## src/hdl/ethcls_pkg.sv

```systemverilog
// ============================================================================
// Ethernet classifier package
// Shared types, register map and header constants for the frame classifier.
// ============================================================================
package ethcls_pkg;

  // Default storage sizes handed to the top level.
  localparam int MAX_FRAME_DEFAULT   = 2048;
  localparam int QUEUE_DEPTH_DEFAULT = 2;

  // Configuration port geometry.
  localparam int APB_ADDR_W = 5;
  localparam int APB_DATA_W = 32;

  // Width of the reported length, and its largest value.
  localparam int LEN_W   = 12;
  localparam int LEN_MAX = 4095;

  // Register indexes, taken from paddr[4:2].
  localparam logic [2:0] REG_COPY_LIMIT     = 3'd0;
  localparam logic [2:0] REG_HTTP_PORT      = 3'd1;
  localparam logic [2:0] REG_IPV4_ETHERTYPE = 3'd2;
  localparam logic [2:0] REG_VLAN_ETHERTYPE = 3'd3;
  localparam logic [2:0] REG_TCP_PROTOCOL   = 3'd4;

  // Register reset values.
  localparam logic [11:0] RST_COPY_LIMIT     = 12'd2048;
  localparam logic [15:0] RST_HTTP_PORT      = 16'd80;
  localparam logic [15:0] RST_IPV4_ETHERTYPE = 16'h0800;
  localparam logic [15:0] RST_VLAN_ETHERTYPE = 16'h8100;
  localparam logic [7:0]  RST_TCP_PROTOCOL   = 8'd6;

  // Header byte positions and minimum lengths.
  localparam logic [4:0] IPO_PLAIN     = 5'd14;
  localparam logic [4:0] IPO_VLAN      = 5'd18;
  localparam int         ETYPE_HI_POS  = 12;
  localparam int         ETYPE_LO_POS  = 13;
  localparam int         INNER_HI_POS  = 16;
  localparam int         INNER_LO_POS  = 17;
  localparam int         PROTO_OFS     = 9;
  localparam int         DPORT_HI_OFS  = 2;
  localparam int         DPORT_LO_OFS  = 3;
  localparam int         DOFS_OFS      = 12;
  localparam int         NEED_PROTO    = 10;
  localparam int         NEED_DPORT    = 4;
  localparam int         NEED_DOFS     = 13;

  typedef enum logic [2:0] {
    VERDICT_NOT_IPV4  = 3'd0,
    VERDICT_NOT_TCP   = 3'd1,
    VERDICT_TCP_OTHER = 3'd2,
    VERDICT_TCP_HTTP  = 3'd3,
    VERDICT_SHORT     = 3'd4
  } verdict_e;

  typedef struct packed {
    logic [11:0] copy_limit;
    logic [15:0] http_port;
    logic [15:0] ipv4_ethertype;
    logic [15:0] vlan_ethertype;
    logic [7:0]  tcp_protocol;
  } cfg_t;

  // Everything the back end needs about one finished frame.
  typedef struct packed {
    logic [LEN_W-1:0] len;
    logic             vlan_seen;
    logic [15:0]      type_word;
    logic [3:0]       header_words;
    logic [7:0]       proto_seen;
    logic [15:0]      dest_port_seen;
    logic [3:0]       data_words;
  } frame_sum_t;

endpackage

```

## src/hdl/ethcls_regs.sv

```systemverilog
// ============================================================================
// Ethernet classifier configuration registers
// APB-style register file holding the classification settings.
// ============================================================================
module ethcls_regs import ethcls_pkg::*; (
  input  logic                  clk_i,
  input  logic                  rst_ni,
  input  logic                  psel,
  input  logic                  penable,
  input  logic                  pwrite,
  input  logic [APB_ADDR_W-1:0] paddr,
  input  logic [APB_DATA_W-1:0] pwdata,
  output logic [APB_DATA_W-1:0] prdata,
  output logic                  pready,
  output cfg_t                  cfg_o
);

  cfg_t       cfg_q, cfg_d;
  logic [2:0] reg_idx;
  logic       wr_en;

  assign reg_idx = paddr[4:2];
  assign wr_en   = psel && penable && pwrite;
  assign pready  = 1'b1;

  always_comb begin
    cfg_d = cfg_q;
    if (wr_en) begin
      unique case (reg_idx)
        REG_COPY_LIMIT:     cfg_d.copy_limit     = pwdata[11:0];
        REG_HTTP_PORT:      cfg_d.http_port      = pwdata[15:0];
        REG_IPV4_ETHERTYPE: cfg_d.ipv4_ethertype = pwdata[15:0];
        REG_VLAN_ETHERTYPE: cfg_d.vlan_ethertype = pwdata[15:0];
        REG_TCP_PROTOCOL:   cfg_d.tcp_protocol   = pwdata[7:0];
        default:            cfg_d = cfg_q;
      endcase
    end
  end

  always_comb begin
    unique case (reg_idx)
      REG_COPY_LIMIT:     prdata = APB_DATA_W'(cfg_q.copy_limit);
      REG_HTTP_PORT:      prdata = APB_DATA_W'(cfg_q.http_port);
      REG_IPV4_ETHERTYPE: prdata = APB_DATA_W'(cfg_q.ipv4_ethertype);
      REG_VLAN_ETHERTYPE: prdata = APB_DATA_W'(cfg_q.vlan_ethertype);
      REG_TCP_PROTOCOL:   prdata = APB_DATA_W'(cfg_q.tcp_protocol);
      default:            prdata = '0;
    endcase
  end

  always_ff @(posedge clk_i or negedge rst_ni) begin
    if (!rst_ni) begin
      cfg_q.copy_limit     <= RST_COPY_LIMIT;
      cfg_q.http_port      <= RST_HTTP_PORT;
      cfg_q.ipv4_ethertype <= RST_IPV4_ETHERTYPE;
      cfg_q.vlan_ethertype <= RST_VLAN_ETHERTYPE;
      cfg_q.tcp_protocol   <= RST_TCP_PROTOCOL;
    end else begin
      cfg_q <= cfg_d;
    end
  end

  assign cfg_o = cfg_q;

endmodule

```

## src/hdl/ethcls_front.sv

```systemverilog
// ============================================================================
// Ethernet classifier front end
// Byte-position header capture; emits one frame summary per final byte.
// ============================================================================
module ethcls_front import ethcls_pkg::*; #(
  parameter int MaxFrame = MAX_FRAME_DEFAULT
) (
  input  logic       clk_i,
  input  logic       rst_ni,
  input  logic       accept_i,
  input  logic [7:0] frame_byte_i,
  input  logic       end_of_frame_i,
  input  cfg_t       cfg_i,
  output logic       push_o,
  output frame_sum_t sum_o
);

  localparam int             LenW   = $clog2(MaxFrame + 1);
  localparam int             WideW  = (LenW > LEN_W) ? LenW : LEN_W;
  localparam logic [LenW-1:0] MaxIdx = LenW'(MaxFrame);

  logic [LenW-1:0] idx_q, idx_d;
  logic            vlan_q, vlan_d;
  logic [15:0]     type_q, type_d;
  logic [3:0]      hw_q, hw_d;
  logic [7:0]      proto_q, proto_d;
  logic [15:0]     dport_q, dport_d;
  logic [3:0]      dw_q, dw_d;

  logic [4:0]       ipo;
  logic [6:0]       tcpo;
  logic [LenW-1:0]  ipo_w, tcpo_w;
  logic [WideW-1:0] len_wide;

  assign ipo    = vlan_q ? IPO_VLAN : IPO_PLAIN;
  assign tcpo   = 7'(ipo) + {1'b0, hw_q, 2'b00};
  assign ipo_w  = LenW'(ipo);
  assign tcpo_w = LenW'(tcpo);

  always_comb begin
    idx_d   = idx_q;
    vlan_d  = vlan_q;
    type_d  = type_q;
    hw_d    = hw_q;
    proto_d = proto_q;
    dport_d = dport_q;
    dw_d    = dw_q;
    // Bytes past the maximum frame size are counted no further and parse nothing.
    if (idx_q < MaxIdx) begin
      if (idx_q == LenW'(ETYPE_HI_POS) || idx_q == LenW'(ETYPE_LO_POS) ||
          (vlan_q && (idx_q == LenW'(INNER_HI_POS) || idx_q == LenW'(INNER_LO_POS)))) begin
        type_d = {type_q[7:0], frame_byte_i};
      end
      if (idx_q == LenW'(ETYPE_LO_POS)) begin
        vlan_d = (type_d == cfg_i.vlan_ethertype);
      end
      if (idx_q == ipo_w) begin
        hw_d = frame_byte_i[3:0];
      end
      if (idx_q == ipo_w + LenW'(PROTO_OFS)) begin
        proto_d = frame_byte_i;
      end
      if (idx_q > ipo_w) begin
        if (idx_q == tcpo_w + LenW'(DPORT_HI_OFS) ||
            idx_q == tcpo_w + LenW'(DPORT_LO_OFS)) begin
          dport_d = {dport_q[7:0], frame_byte_i};
        end
        if (idx_q == tcpo_w + LenW'(DOFS_OFS)) begin
          dw_d = frame_byte_i[7:4];
        end
      end
      idx_d = idx_q + LenW'(1);
    end
  end

  // The length is clipped to what the length field can hold; the copy limit
  // never exceeds that, so the clipped value gives the same kept length.
  assign len_wide = WideW'(idx_d);

  always_comb begin
    sum_o.len            = (len_wide > WideW'(LEN_MAX)) ? LEN_W'(LEN_MAX)
                                                        : len_wide[LEN_W-1:0];
    sum_o.vlan_seen      = vlan_d;
    sum_o.type_word      = type_d;
    sum_o.header_words   = hw_d;
    sum_o.proto_seen     = proto_d;
    sum_o.dest_port_seen = dport_d;
    sum_o.data_words     = dw_d;
  end

  assign push_o = accept_i && end_of_frame_i;

  always_ff @(posedge clk_i or negedge rst_ni) begin
    if (!rst_ni) begin
      idx_q   <= '0;
      vlan_q  <= 1'b0;
      type_q  <= '0;
      hw_q    <= '0;
      proto_q <= '0;
      dport_q <= '0;
      dw_q    <= '0;
    end else if (accept_i) begin
      if (end_of_frame_i) begin
        idx_q   <= '0;
        vlan_q  <= 1'b0;
        type_q  <= '0;
        hw_q    <= '0;
        proto_q <= '0;
        dport_q <= '0;
        dw_q    <= '0;
      end else begin
        idx_q   <= idx_d;
        vlan_q  <= vlan_d;
        type_q  <= type_d;
        hw_q    <= hw_d;
        proto_q <= proto_d;
        dport_q <= dport_d;
        dw_q    <= dw_d;
      end
    end
  end

endmodule

```

## src/hdl/ethcls_queue.sv

```systemverilog
// ============================================================================
// Ethernet classifier summary queue
// Small FIFO of frame summaries between the front end and the back end.
// ============================================================================
module ethcls_queue import ethcls_pkg::*; #(
  parameter int QueueDepth = QUEUE_DEPTH_DEFAULT
) (
  input  logic       clk_i,
  input  logic       rst_ni,
  input  logic       push_i,
  input  frame_sum_t push_data_i,
  input  logic       pop_i,
  output frame_sum_t head_o,
  output logic       empty_o,
  output logic       full_o
);

  localparam int PtrW = (QueueDepth > 1) ? $clog2(QueueDepth) : 1;
  localparam int CntW = $clog2(QueueDepth + 1);
  localparam logic [PtrW-1:0] LastPtr = PtrW'(QueueDepth - 1);

  frame_sum_t      entry_q [QueueDepth];
  logic [PtrW-1:0] wr_ptr_q, rd_ptr_q;
  logic [CntW-1:0] count_q;
  logic            do_push, do_pop;

  assign empty_o = (count_q == '0);
  assign full_o  = (count_q == CntW'(QueueDepth));
  assign do_push = push_i && !full_o;
  assign do_pop  = pop_i && !empty_o;
  assign head_o  = entry_q[rd_ptr_q];

  always_ff @(posedge clk_i) begin
    if (do_push) begin
      entry_q[wr_ptr_q] <= push_data_i;
    end
  end

  always_ff @(posedge clk_i or negedge rst_ni) begin
    if (!rst_ni) begin
      wr_ptr_q <= '0;
      rd_ptr_q <= '0;
      count_q  <= '0;
    end else begin
      if (do_push) begin
        wr_ptr_q <= (wr_ptr_q == LastPtr) ? '0 : wr_ptr_q + PtrW'(1);
      end
      if (do_pop) begin
        rd_ptr_q <= (rd_ptr_q == LastPtr) ? '0 : rd_ptr_q + PtrW'(1);
      end
      if (do_push && !do_pop) begin
        count_q <= count_q + CntW'(1);
      end else if (do_pop && !do_push) begin
        count_q <= count_q - CntW'(1);
      end
    end
  end

endmodule

```

## src/hdl/ethcls_back.sv

```systemverilog
// ============================================================================
// Ethernet classifier back end
// Turns a frame summary into the verdict, offsets and kept length.
// ============================================================================
module ethcls_back import ethcls_pkg::*; (
  input  logic        clk_i,
  input  logic        rst_ni,
  input  frame_sum_t  head_i,
  input  logic        empty_i,
  input  cfg_t        cfg_i,
  output logic        pop_o,
  input  logic        out_stall_i,
  output logic        out_valid_o,
  output logic [2:0]  verdict_o,
  output logic [4:0]  ip_offset_o,
  output logic [6:0]  tcp_offset_o,
  output logic [7:0]  payload_offset_o,
  output logic [11:0] kept_length_o
);

  logic        valid_q;
  logic        load;
  verdict_e    verdict_d, verdict_q;
  logic [4:0]  ipo_d, ipo_q, ipo;
  logic [6:0]  tcpo_d, tcpo_q, tcpo;
  logic [7:0]  pay_d, pay_q;
  logic [11:0] kept_d, kept_q, clipped, len;

  assign len     = head_i.len;
  assign ipo     = head_i.vlan_seen ? IPO_VLAN : IPO_PLAIN;
  assign tcpo    = 7'(ipo) + {1'b0, head_i.header_words, 2'b00};
  assign clipped = (len < cfg_i.copy_limit) ? len : cfg_i.copy_limit;

  // Checks run in header order; the first one that fails decides.
  always_comb begin
    verdict_d = VERDICT_SHORT;
    ipo_d     = '0;
    tcpo_d    = '0;
    pay_d     = '0;
    kept_d    = '0;
    if (len < 12'(IPO_PLAIN) || (head_i.vlan_seen && len < 12'(IPO_VLAN))) begin
      verdict_d = VERDICT_SHORT;
    end else if (head_i.type_word != cfg_i.ipv4_ethertype) begin
      verdict_d = VERDICT_NOT_IPV4;
    end else if (len < 12'(ipo) + 12'(NEED_PROTO)) begin
      verdict_d = VERDICT_SHORT;
    end else if (head_i.proto_seen != cfg_i.tcp_protocol) begin
      verdict_d = VERDICT_NOT_TCP;
      ipo_d     = ipo;
    end else if (len < 12'(tcpo) + 12'(NEED_DPORT)) begin
      verdict_d = VERDICT_SHORT;
    end else if (head_i.dest_port_seen != cfg_i.http_port) begin
      verdict_d = VERDICT_TCP_OTHER;
      ipo_d     = ipo;
      tcpo_d    = tcpo;
      kept_d    = clipped;
    end else if (len < 12'(tcpo) + 12'(NEED_DOFS)) begin
      verdict_d = VERDICT_SHORT;
    end else begin
      verdict_d = VERDICT_TCP_HTTP;
      ipo_d     = ipo;
      tcpo_d    = tcpo;
      pay_d     = 8'(tcpo) + {2'b00, head_i.data_words, 2'b00};
      kept_d    = clipped;
    end
  end

  assign load  = !valid_q || !out_stall_i;
  assign pop_o = load && !empty_i;

  always_ff @(posedge clk_i or negedge rst_ni) begin
    if (!rst_ni) begin
      valid_q <= 1'b0;
    end else if (load) begin
      valid_q <= !empty_i;
    end
  end

  always_ff @(posedge clk_i) begin
    if (pop_o) begin
      verdict_q <= verdict_d;
      ipo_q     <= ipo_d;
      tcpo_q    <= tcpo_d;
      pay_q     <= pay_d;
      kept_q    <= kept_d;
    end
  end

  assign out_valid_o      = valid_q;
  assign verdict_o        = verdict_q;
  assign ip_offset_o      = ipo_q;
  assign tcp_offset_o     = tcpo_q;
  assign payload_offset_o = pay_q;
  assign kept_length_o    = kept_q;

endmodule

```

## src/hdl/eth_ipv4_tcp_http_classifier.sv

```systemverilog
// ============================================================================
// Ethernet / IPv4 / TCP / HTTP frame classifier
// Parses a frame byte per cycle unless stalled; reports one verdict per frame.
// ============================================================================
// Throughput: one byte per cycle while the queue has room; a result can leave
// every cycle that out_stall_i is low. Path: the queue is written at the final
// byte transfer, and the output register loads from the queue head when free.
// Reset: rst_ni clears the parse state, the queue and the output valid,
// and loads the configuration registers with their default values.
// in_stall_o is high only while the summary queue is full.
// ============================================================================
module eth_ipv4_tcp_http_classifier import ethcls_pkg::*; #(
  parameter int MaxFrame   = MAX_FRAME_DEFAULT,
  parameter int QueueDepth = QUEUE_DEPTH_DEFAULT
) (
  input  logic                  clk_i,
  input  logic                  rst_ni,
  // Byte stream input.
  input  logic                  in_valid_i,
  output logic                  in_stall_o,
  input  logic [7:0]            frame_byte_i,
  input  logic                  end_of_frame_i,
  // Verdict output.
  output logic                  out_valid_o,
  input  logic                  out_stall_i,
  output logic [2:0]            verdict_o,
  output logic [4:0]            ip_offset_o,
  output logic [6:0]            tcp_offset_o,
  output logic [7:0]            payload_offset_o,
  output logic [11:0]           kept_length_o,
  // Configuration port.
  input  logic                  psel,
  input  logic                  penable,
  input  logic                  pwrite,
  input  logic [APB_ADDR_W-1:0] paddr,
  input  logic [APB_DATA_W-1:0] pwdata,
  output logic [APB_DATA_W-1:0] prdata,
  output logic                  pready
);

  cfg_t       cfg;
  frame_sum_t push_sum, head_sum;
  logic       accept, push, pop, q_empty, q_full;

  // A byte transfer happens whenever the queue has room. The front end keeps
  // parsing while the back end waits on a stalled output, so a burst of short
  // frames only stalls the input once the queue and output register are full.
  assign in_stall_o = q_full;
  assign accept     = in_valid_i && !in_stall_o;

  ethcls_regs u_regs (
    .clk_i   (clk_i),
    .rst_ni  (rst_ni),
    .psel    (psel),
    .penable (penable),
    .pwrite  (pwrite),
    .paddr   (paddr),
    .pwdata  (pwdata),
    .prdata  (prdata),
    .pready  (pready),
    .cfg_o   (cfg)
  );

  // The front end tracks header fields by byte position. The VLAN decision
  // uses the configured tag ethertype at the second ethertype byte.
  ethcls_front #(
    .MaxFrame (MaxFrame)
  ) u_front (
    .clk_i          (clk_i),
    .rst_ni         (rst_ni),
    .accept_i       (accept),
    .frame_byte_i   (frame_byte_i),
    .end_of_frame_i (end_of_frame_i),
    .cfg_i          (cfg),
    .push_o         (push),
    .sum_o          (push_sum)
  );

  ethcls_queue #(
    .QueueDepth (QueueDepth)
  ) u_queue (
    .clk_i       (clk_i),
    .rst_ni      (rst_ni),
    .push_i      (push),
    .push_data_i (push_sum),
    .pop_i       (pop),
    .head_o      (head_sum),
    .empty_o     (q_empty),
    .full_o      (q_full)
  );

  // The back end applies the remaining settings when the summary is taken.
  // The user must change settings only while the block is idle; the block
  // does not enforce this. Then they match the values in force at the final byte.
  ethcls_back u_back (
    .clk_i            (clk_i),
    .rst_ni           (rst_ni),
    .head_i           (head_sum),
    .empty_i          (q_empty),
    .cfg_i            (cfg),
    .pop_o            (pop),
    .out_stall_i      (out_stall_i),
    .out_valid_o      (out_valid_o),
    .verdict_o        (verdict_o),
    .ip_offset_o      (ip_offset_o),
    .tcp_offset_o     (tcp_offset_o),
    .payload_offset_o (payload_offset_o),
    .kept_length_o    (kept_length_o)
  );

endmodule

```

## config.mk

```make
export PLATFORM = sky130hd
export DESIGN_NAME = eth_ipv4_tcp_http_classifier
export DESIGN_NICKNAME = d
export VERILOG_FILES = /design/src/hdl/ethcls_pkg.sv /design/src/hdl/ethcls_regs.sv /design/src/hdl/ethcls_front.sv /design/src/hdl/ethcls_queue.sv /design/src/hdl/ethcls_back.sv /design/src/hdl/eth_ipv4_tcp_http_classifier.sv
export SDC_FILE = /design/constraint.sdc
export NUM_CORES = 1
export LEC_CHECK = 0
export BUFFER_PORTS_ARGS = -buffer_cell sky130_fd_sc_hd__buf_2
export CORE_UTILIZATION = 30
export DETAILED_ROUTE_END_ITERATION = 10
export PLACE_DENSITY = 0.47
export SYNTH_ARGS = -nofsm -noshare
export SYNTH_HDL_FRONTEND = slang
export SYNTH_HIERARCHICAL = 1
export SYNTH_SLANG_ARGS = --single-unit
```

## constraint.sdc

```tcl
create_clock -name clk_i -period 11.39 [get_ports clk_i]
set_clock_uncertainty 0.1 [all_clocks]
set_input_delay 2.278 -clock clk_i [delete_from_list [all_inputs] [get_ports clk_i]]
set_output_delay 2.278 -clock clk_i [all_outputs]
set_load 0.01 [all_outputs]
```

# --- Yosys cells after proc, flatten, opt, wreduce, memory -nomap -nowiden ---
# Memories as Yosys holds them, arrays and structs flattened.
# Cells that the tools add are included.
totals:
  latchBits: 0
  inputBits: 53
  memories: 1
  output_inout_bits: 70
  mem_bits_rw: 122
  regBits: 169
  word_cells: 148
  mem_bits_ro: 0
mem_list:
  columns: ["name", "words", "word_bits", "read_ports", "rd_ports_with_merged_regs", "wr", "line", "source"]
  rows:
  - ["u_queue.entry_q", 2, 61, 1, 0, 1, "ethcls_queue.sv:22", "frame_sum_t entry_q [QueueDepth];"]
op_classes:
  multipliers: 0
  magnitude_cmp: 9
  n_shift: 0
  reduce_logical: 34
  bitwise_logic: 0
  n_eq_ne: 18
  muxes: 48
  n_addsub: 15
  div: 0
op_table:
  columns: ["operator", "n"]
  rows:
  - ["$mux 16", 8]
  - ["$pmux 16 s5", 1]
  - ["$mux 12", 6]
  - ["$eq 12x12->1", 4]
  - ["$lt 12x12->1", 4]
  - ["$ne 16x16->1", 2]
  - ["$mux 5", 6]
  - ["$mux 4", 7]
  - ["$eq 12x4->1 const B", 2]
  - ["$eq 12x5->1 const B", 2]
  - ["$mux 8", 3]
  - ["$mux 3", 6]
  - ["$add 7x2->8 const B", 2]
  - ["$add 7x4->8 const B", 2]
  - ["$eq 16x16->1", 1]
  - ["$add 5x6->7", 2]
  - ["$mux 7", 2]
  - ["$add 12x1->12 const B", 1]
  - ["$add 5x4->6 const B", 2]
  - ["$eq 12x5->1", 1]
  - ["$gt 12x12->1 const B", 1]
  - ["$gt 12x5->1", 1]
  - ["$lt 12x12->1 const B", 1]
  - ["$lt 12x4->1 const B", 1]
  - ["other kinds (23)", 56]

# --- Logic depth before layout (Yosys ltp) ---
# An unclocked memory read counts as a cell.
logic_depth:
  depth_word: 11
  depth_mapped: 19
  mapped_depth_nobuf: 15

# --- Hierarchy ---
# The synthesis kept the hierarchy.
by_module_without_submodules:
  columns: ["mod", "n_inst", "area_each_um2", "cells_per_inst", "seq_area_each_um2"]
  rows:
  - ["ethcls_queue", 1, 4899.7, 209, 3763.6]
  - ["ethcls_front", 1, 4519.3, 484, 1526.5]
  - ["ethcls_regs", 1, 3290.7, 232, 1711.6]
  - ["ethcls_back", 1, 2940.3, 302, 925.9]
  - ["eth_ipv4_tcp_http_classifier", 1, 13.8, 1, 0.0]

# --- Worst setup path before layout ---
# No wires, ideal clock.
synth_timing:
  kind: "input port to flip-flop"
  from: "input in_valid_i"
  to: "memory u_queue/entry_q[0][0] (netlist bit) (enable)"
  path_stages: 6
  setup_ns: 0.480
  arrival_ns: 5.834
  slack_ns: 4.976
  required_ns: 10.810
  path_cell_list: "nor2b_4 clkbuf_1 clkbuf_1 and2_1 nand2_1 nor2_1"
synth_via:
  elab_chain_len: 5
synth_rtl:
  columns: ["item", "line", "source"]
  rows:
  - ["start, declared", "eth_ipv4_tcp_http_classifier.sv:19", "input logic in_valid_i,"]
  - ["$logic_and 1x1->1", "eth_ipv4_tcp_http_classifier.sv:49", "assign accept = in_valid_i && !in_stall_o;"]
  - ["$logic_and 1x1->1", "ethcls_front.sv:91", "assign push_o = accept_i && end_of_frame_i;"]
  - ["net push", "eth_ipv4_tcp_http_classifier.sv:43", "logic accept, push, pop, q_empty, q_full;"]
  - ["$logic_and 1x1->1", "ethcls_queue.sv:29", "assign do_push = push_i && !full_o;"]
  - ["$mux 1", "ethcls_queue.sv:34", "if (do_push) begin"]
  - ["$mux 1 (not written as such)", "ethcls_queue.sv:35", "entry_q[wr_ptr_q] <= push_data_i;"]
  - ["end, declared", "ethcls_queue.sv:22", null]
# The timed path passes the listed nets, and every way through them passes these cells.

# --- Worst setup path after layout ---
layout_timing:
  from: "input paddr[3]"
  to: "output prdata[6]"
layout_via:
  elab_chain_len: 2
  elab_cells_between_ends: 6
layout_rtl:
  columns: ["item", "line", "source"]
  rows:
  - ["start, declared", "eth_ipv4_tcp_http_classifier.sv:35", "input logic [APB_ADDR_W-1:0] paddr,"]
  - ["$eq 3x3->1, or another cell as far along", "ethcls_regs.sv:41", "unique case (reg_idx)"]
  - ["$pmux 16 s5 *", "ethcls_regs.sv:41", null]
  - ["end, declared", "eth_ipv4_tcp_http_classifier.sv:37", "output logic [APB_DATA_W-1:0] prdata,"]
# Every way passes the cells marked *; elsewhere a longest branch is shown, timed or not.

==> results by group <==
Critical path
  – WP data arrival: 3.84 ns
  – WS Path Type: input port to output pin
  – CP Launch Point: paddr[3]
  – Startpoint Class: input port
  – Crit Path Max Fanout: 24
  – RR Startpoint: u_queue/rd_ptr_q
  – Worst endpoint required time: 9.01 ns
  – Crit end category: output pin

Place
  – Dpl ws: 5.17 ns
  – Dpl cell area: 16500 sq um
  – Post-DP HPWL: between 20000 and 30000 um
  – Placed Cells: between 1500 and 2000
  – GPL Wtd Cong: 0.855
  – Port Buf Inserts: between 80 and 90

CTS
  – Gates resized, CTS repair: 0
  – Root Buffer: clkbuf_16
  – H-tree depth: 2
  – CTS buffer count: 35
  – Clk_lat worst skew: 0.53 ns
  – Max Buffers Root-to-Sink: 3
  – Reg clk slew, reported paths: 0.05 ns
  – Number of setup buffers added after CTS: 0
  – # hold bufs at CTS: 0
  – Clk sinks: 286
  – CTS tree: built

Final layout
  – # diodes: 0
  – Final Util: 34.4%
  – Fill cells: about 5000
  – Final Instance Area: between 15000 and 20000 sq um
  – Area of the multi-input gates: 7010 sq um
  – Finished Layout Cells: roughly 2000
  – Share of cells above drive strength 1: 27.5%
  – Register area: 7930 sq um
  – Layout area overhead: 12.9%
  – Layout Nets: 1386

Yosys
  – Post-synthesis sequential area ratio: 50.6%
  – Register bit count reported by yosys: 286
  – Share of synthesized registers carrying an async set or reset: 46.9%
  – Syn Inst Count: 1228
  – Syn avg cell area: 12.8 sq um
  – Main synth FF type: edfxtp_1
  – Number of synthesized flops with an enable pin: approximately 150
  – Area contributors post-synth: edfxtp_1 (29%), dfrtp_1 (20%), mux2_2 (7.0%)
  – Yosys cell types: 84
  – Area leader, netlist: edfxtp_1
  – Post-synth top area share: 29.1%
  – Netlist Area Pre-Place: 15700 sq um
  – Synthesis warning total: 6

Flow run
  – Max cap viols: 0

Power
  – P_leak: 7.17 nW
  – PD cells: 230 nW/um^2
  – Sequential power share: 37.7%
  – Peak supply drop: around 0.085 mV
  – Net Sw Frac: 33.8%
  – Total power: 4.07 mW
  – Clock share of power: 28.0%
  – P_int: 2.69 mW
  – Logic pwr share: 34.2%
  – Switching power: 1.38 mW

Timing
  – Final Setup Violations: 0
  – Slew headroom: 30.3%
  – RSZ-0062 raised after global routing: no
  – Hold Slack: around 0.39 ns
  – Final worst-path cycle share: 54.6%
  – Worst-Margin Slew: 1.04 ns
  – Max Fclk: 161 MHz
  – Final hold viol count: 0
  – Max-slew violations: 0
  – Final setup margin: 5.17 ns
  – Final TNS setup: 0 ns
  – Tmin final: just over 6 ns

Drt
  – Wire length per cell: 20.0 um
  – Post-Route WL: ~40000 um
  – First-pass DRT Iterations: 6
  – DR vias: 9838
  – Final antenna-violating net count: 0
  – DRC Markers: 0
  – Vias/cell: just under 5
  – Starting DRT DRC Count: between 500 and 600

Global route
  – Initial antenna violation count: 0
  – Vias in the first global route: 9857
  – Grt total ovfl: 0
  – Largest net degree at the start of global routing: 75
  – First-pass GRT wire length: 61400 um
  – GRT Overall Usage: 15.1%

Die
  – Die area: 53100 sq um
  – Core area: 51400 sq um
  – Cell Rows: 83
  – Die X: 231 um
  – Initial core utilization: 30.5%
  – IO Count: 123
  – Die Ht: 231 um

Min path
  – Worst Hold Class: register to register
  – Hold path start: u_front/type_q[12]

Outcome
  – Status: finished, final reports clean
[flip-flops by register name, indices dropped and copies added, names as in the netlist, 3 cells and up]
signal,cells
u_queue/entry_q,122
u_regs/cfg_o,68
u_front/dport_q,16
u_front/type_q,16
u_back/kept_length_o,12
u_front/idx_q,12
u_front/proto_q,8
u_back/payload_offset_o,7
u_back/tcp_offset_o,6
u_front/dw_q,4
u_front/hw_q,4
u_back/ip_offset_o,3
[final cells by class]
| class | instances | area share, % |
|---|---|---|
| Timing Repair Buffer | 94 | 2.84 |
| Tap cell | 680 | 4.81 |
| Inverter | 53 | 1.13 |
| Sequential cell | 286 | 44.9 |
| Multi-Input combinational cell | 816 | 39.7 |
| Clock inverter | 9 | 0.828 |
| Clock buffer | 53 | 5.85 |
[power by group through the flow]
stage / combinational, mW / sequential [mW] / clock (mW)
global route: 1.55 / 1.56 / 1.22
finish: 1.39 / 1.54 / 1.14
detailed placement: 1.41 / 1.56 / 0
floorplan: 1.14 / 1.47 / 0
CTS: 1.42 / 1.54 / 1.18
global placement: 1.38 / 1.55 / 0
[placed cells by master (no fill, tap or decap), drive strengths merged, types with 5 or more instances in the layout]
| cell type | n |
|---|---|
| mux2 | 165 |
| edfxtp | 152 |
| dfrtp | 126 |
| buf | 94 |
| inv | 54 |
| nand2 | 53 |
| clkbuf | 53 |
| xnor2 | 45 |
| nor2 | 45 |
| ha | 44 |
| o21ai | 37 |
| xor2 | 31 |
| a22o | 25 |
| nor2b | 25 |
| a21oi | 23 |
| conb | 22 |
| nor3 | 22 |
| nand2b | 21 |
| nand3 | 19 |
| nand4 | 18 |
| mux2i | 18 |
| nor4 | 18 |
| a211oi | 17 |
| o211ai | 17 |
| o31ai | 13 |
| o2bb2ai | 11 |
| a221o | 11 |
| a21o | 9 |
| a22oi | 8 |
| o311ai | 8 |
| dfstp | 8 |
| and3 | 6 |
| a311o | 5 |
| a21boi | 5 |
| o221ai | 5 |
| o22ai | 5 |
| or4 | 5 |
[routing by layer]
layer	vias to the layer above	global-route usage, %	wire length, um
met5	-	0	0
met4	0	4.84	959
met3	56	1.88	1430
met2	195	24.1	18500
met1	4910	21.3	19000
li1	4677	-	-
[cell families (layout without fill, tap and decap cells)]
group	count (synthesis)	after routing	synth area share [%]
DFF	286	286	50.6
and+or+nand+nor	255	255	9.23
AOI/OAI and AO/OA	227	227	11.2
xor gates and xnor gates	78	78	4.54
adders and majority gates	47	47	3.90
other	4	22	0.0958
buffers and inverters	144	209	5.22
muxes	187	187	15.2
[final timing paths]
| check | end | slack (ns) | cells past startpoint |
|---|---|---|---|
| max | prdata[6] | 5.17 | 5 |
| min reg2reg | u_front/type_q[12] | 0.39 | 1 |
| min in group asynchronous | u_back/out_valid_o | 1.68 | 1 |
| max in group asynchronous | u_regs/cfg_o[33] | 8.16 | 2 |
| min | u_front/type_q[12] | 0.39 | 1 |
| max reg2reg | u_back/kept_length_o[0] | 6.20 | 14 |
[cells in the mapped netlist (4+ instances only)]
cell / n
buf_6: 6
a311o_1: 5
a221o_1: 11
nand2_1: 52
xor2_1: 31
inv_1: 52
mux2_2: 97
dfrtp_1: 126
a31oi_1: 4
nor3_1: 18
o211ai_1: 17
a21o_1: 9
mux4_2: 4
and3_1: 4
a21oi_1: 23
buf_12: 7
clkbuf_1: 31
nand3_1: 19
o31ai_1: 13
nand4_1: 18
o2bb2ai_1: 11
o21ai_0: 35
buf_2: 17
buf_1: 4
o22ai_1: 5
conb_1: 4
o221ai_1: 5
buf_4: 26
xnor2_1: 45
a22oi_1: 8
o311ai_2: 8
nand2b_1: 21
ha_1: 44
a22o_1: 25
a21boi_0: 5
nor2b_1: 24
nor4_1: 18
dfstp_2: 8
nor2_1: 43
mux2_4: 68
edfxtp_1: 152
mux2i_1: 18
a211oi_1: 17
[critical path: stages]
cell and delay [ns]:
buf_2 0.53, nand2b_1 0.18, nor2_1 0.46, a221o_1 0.26, buf_2 0.13
No activity file was read; power rests on OpenSTA's default activity.
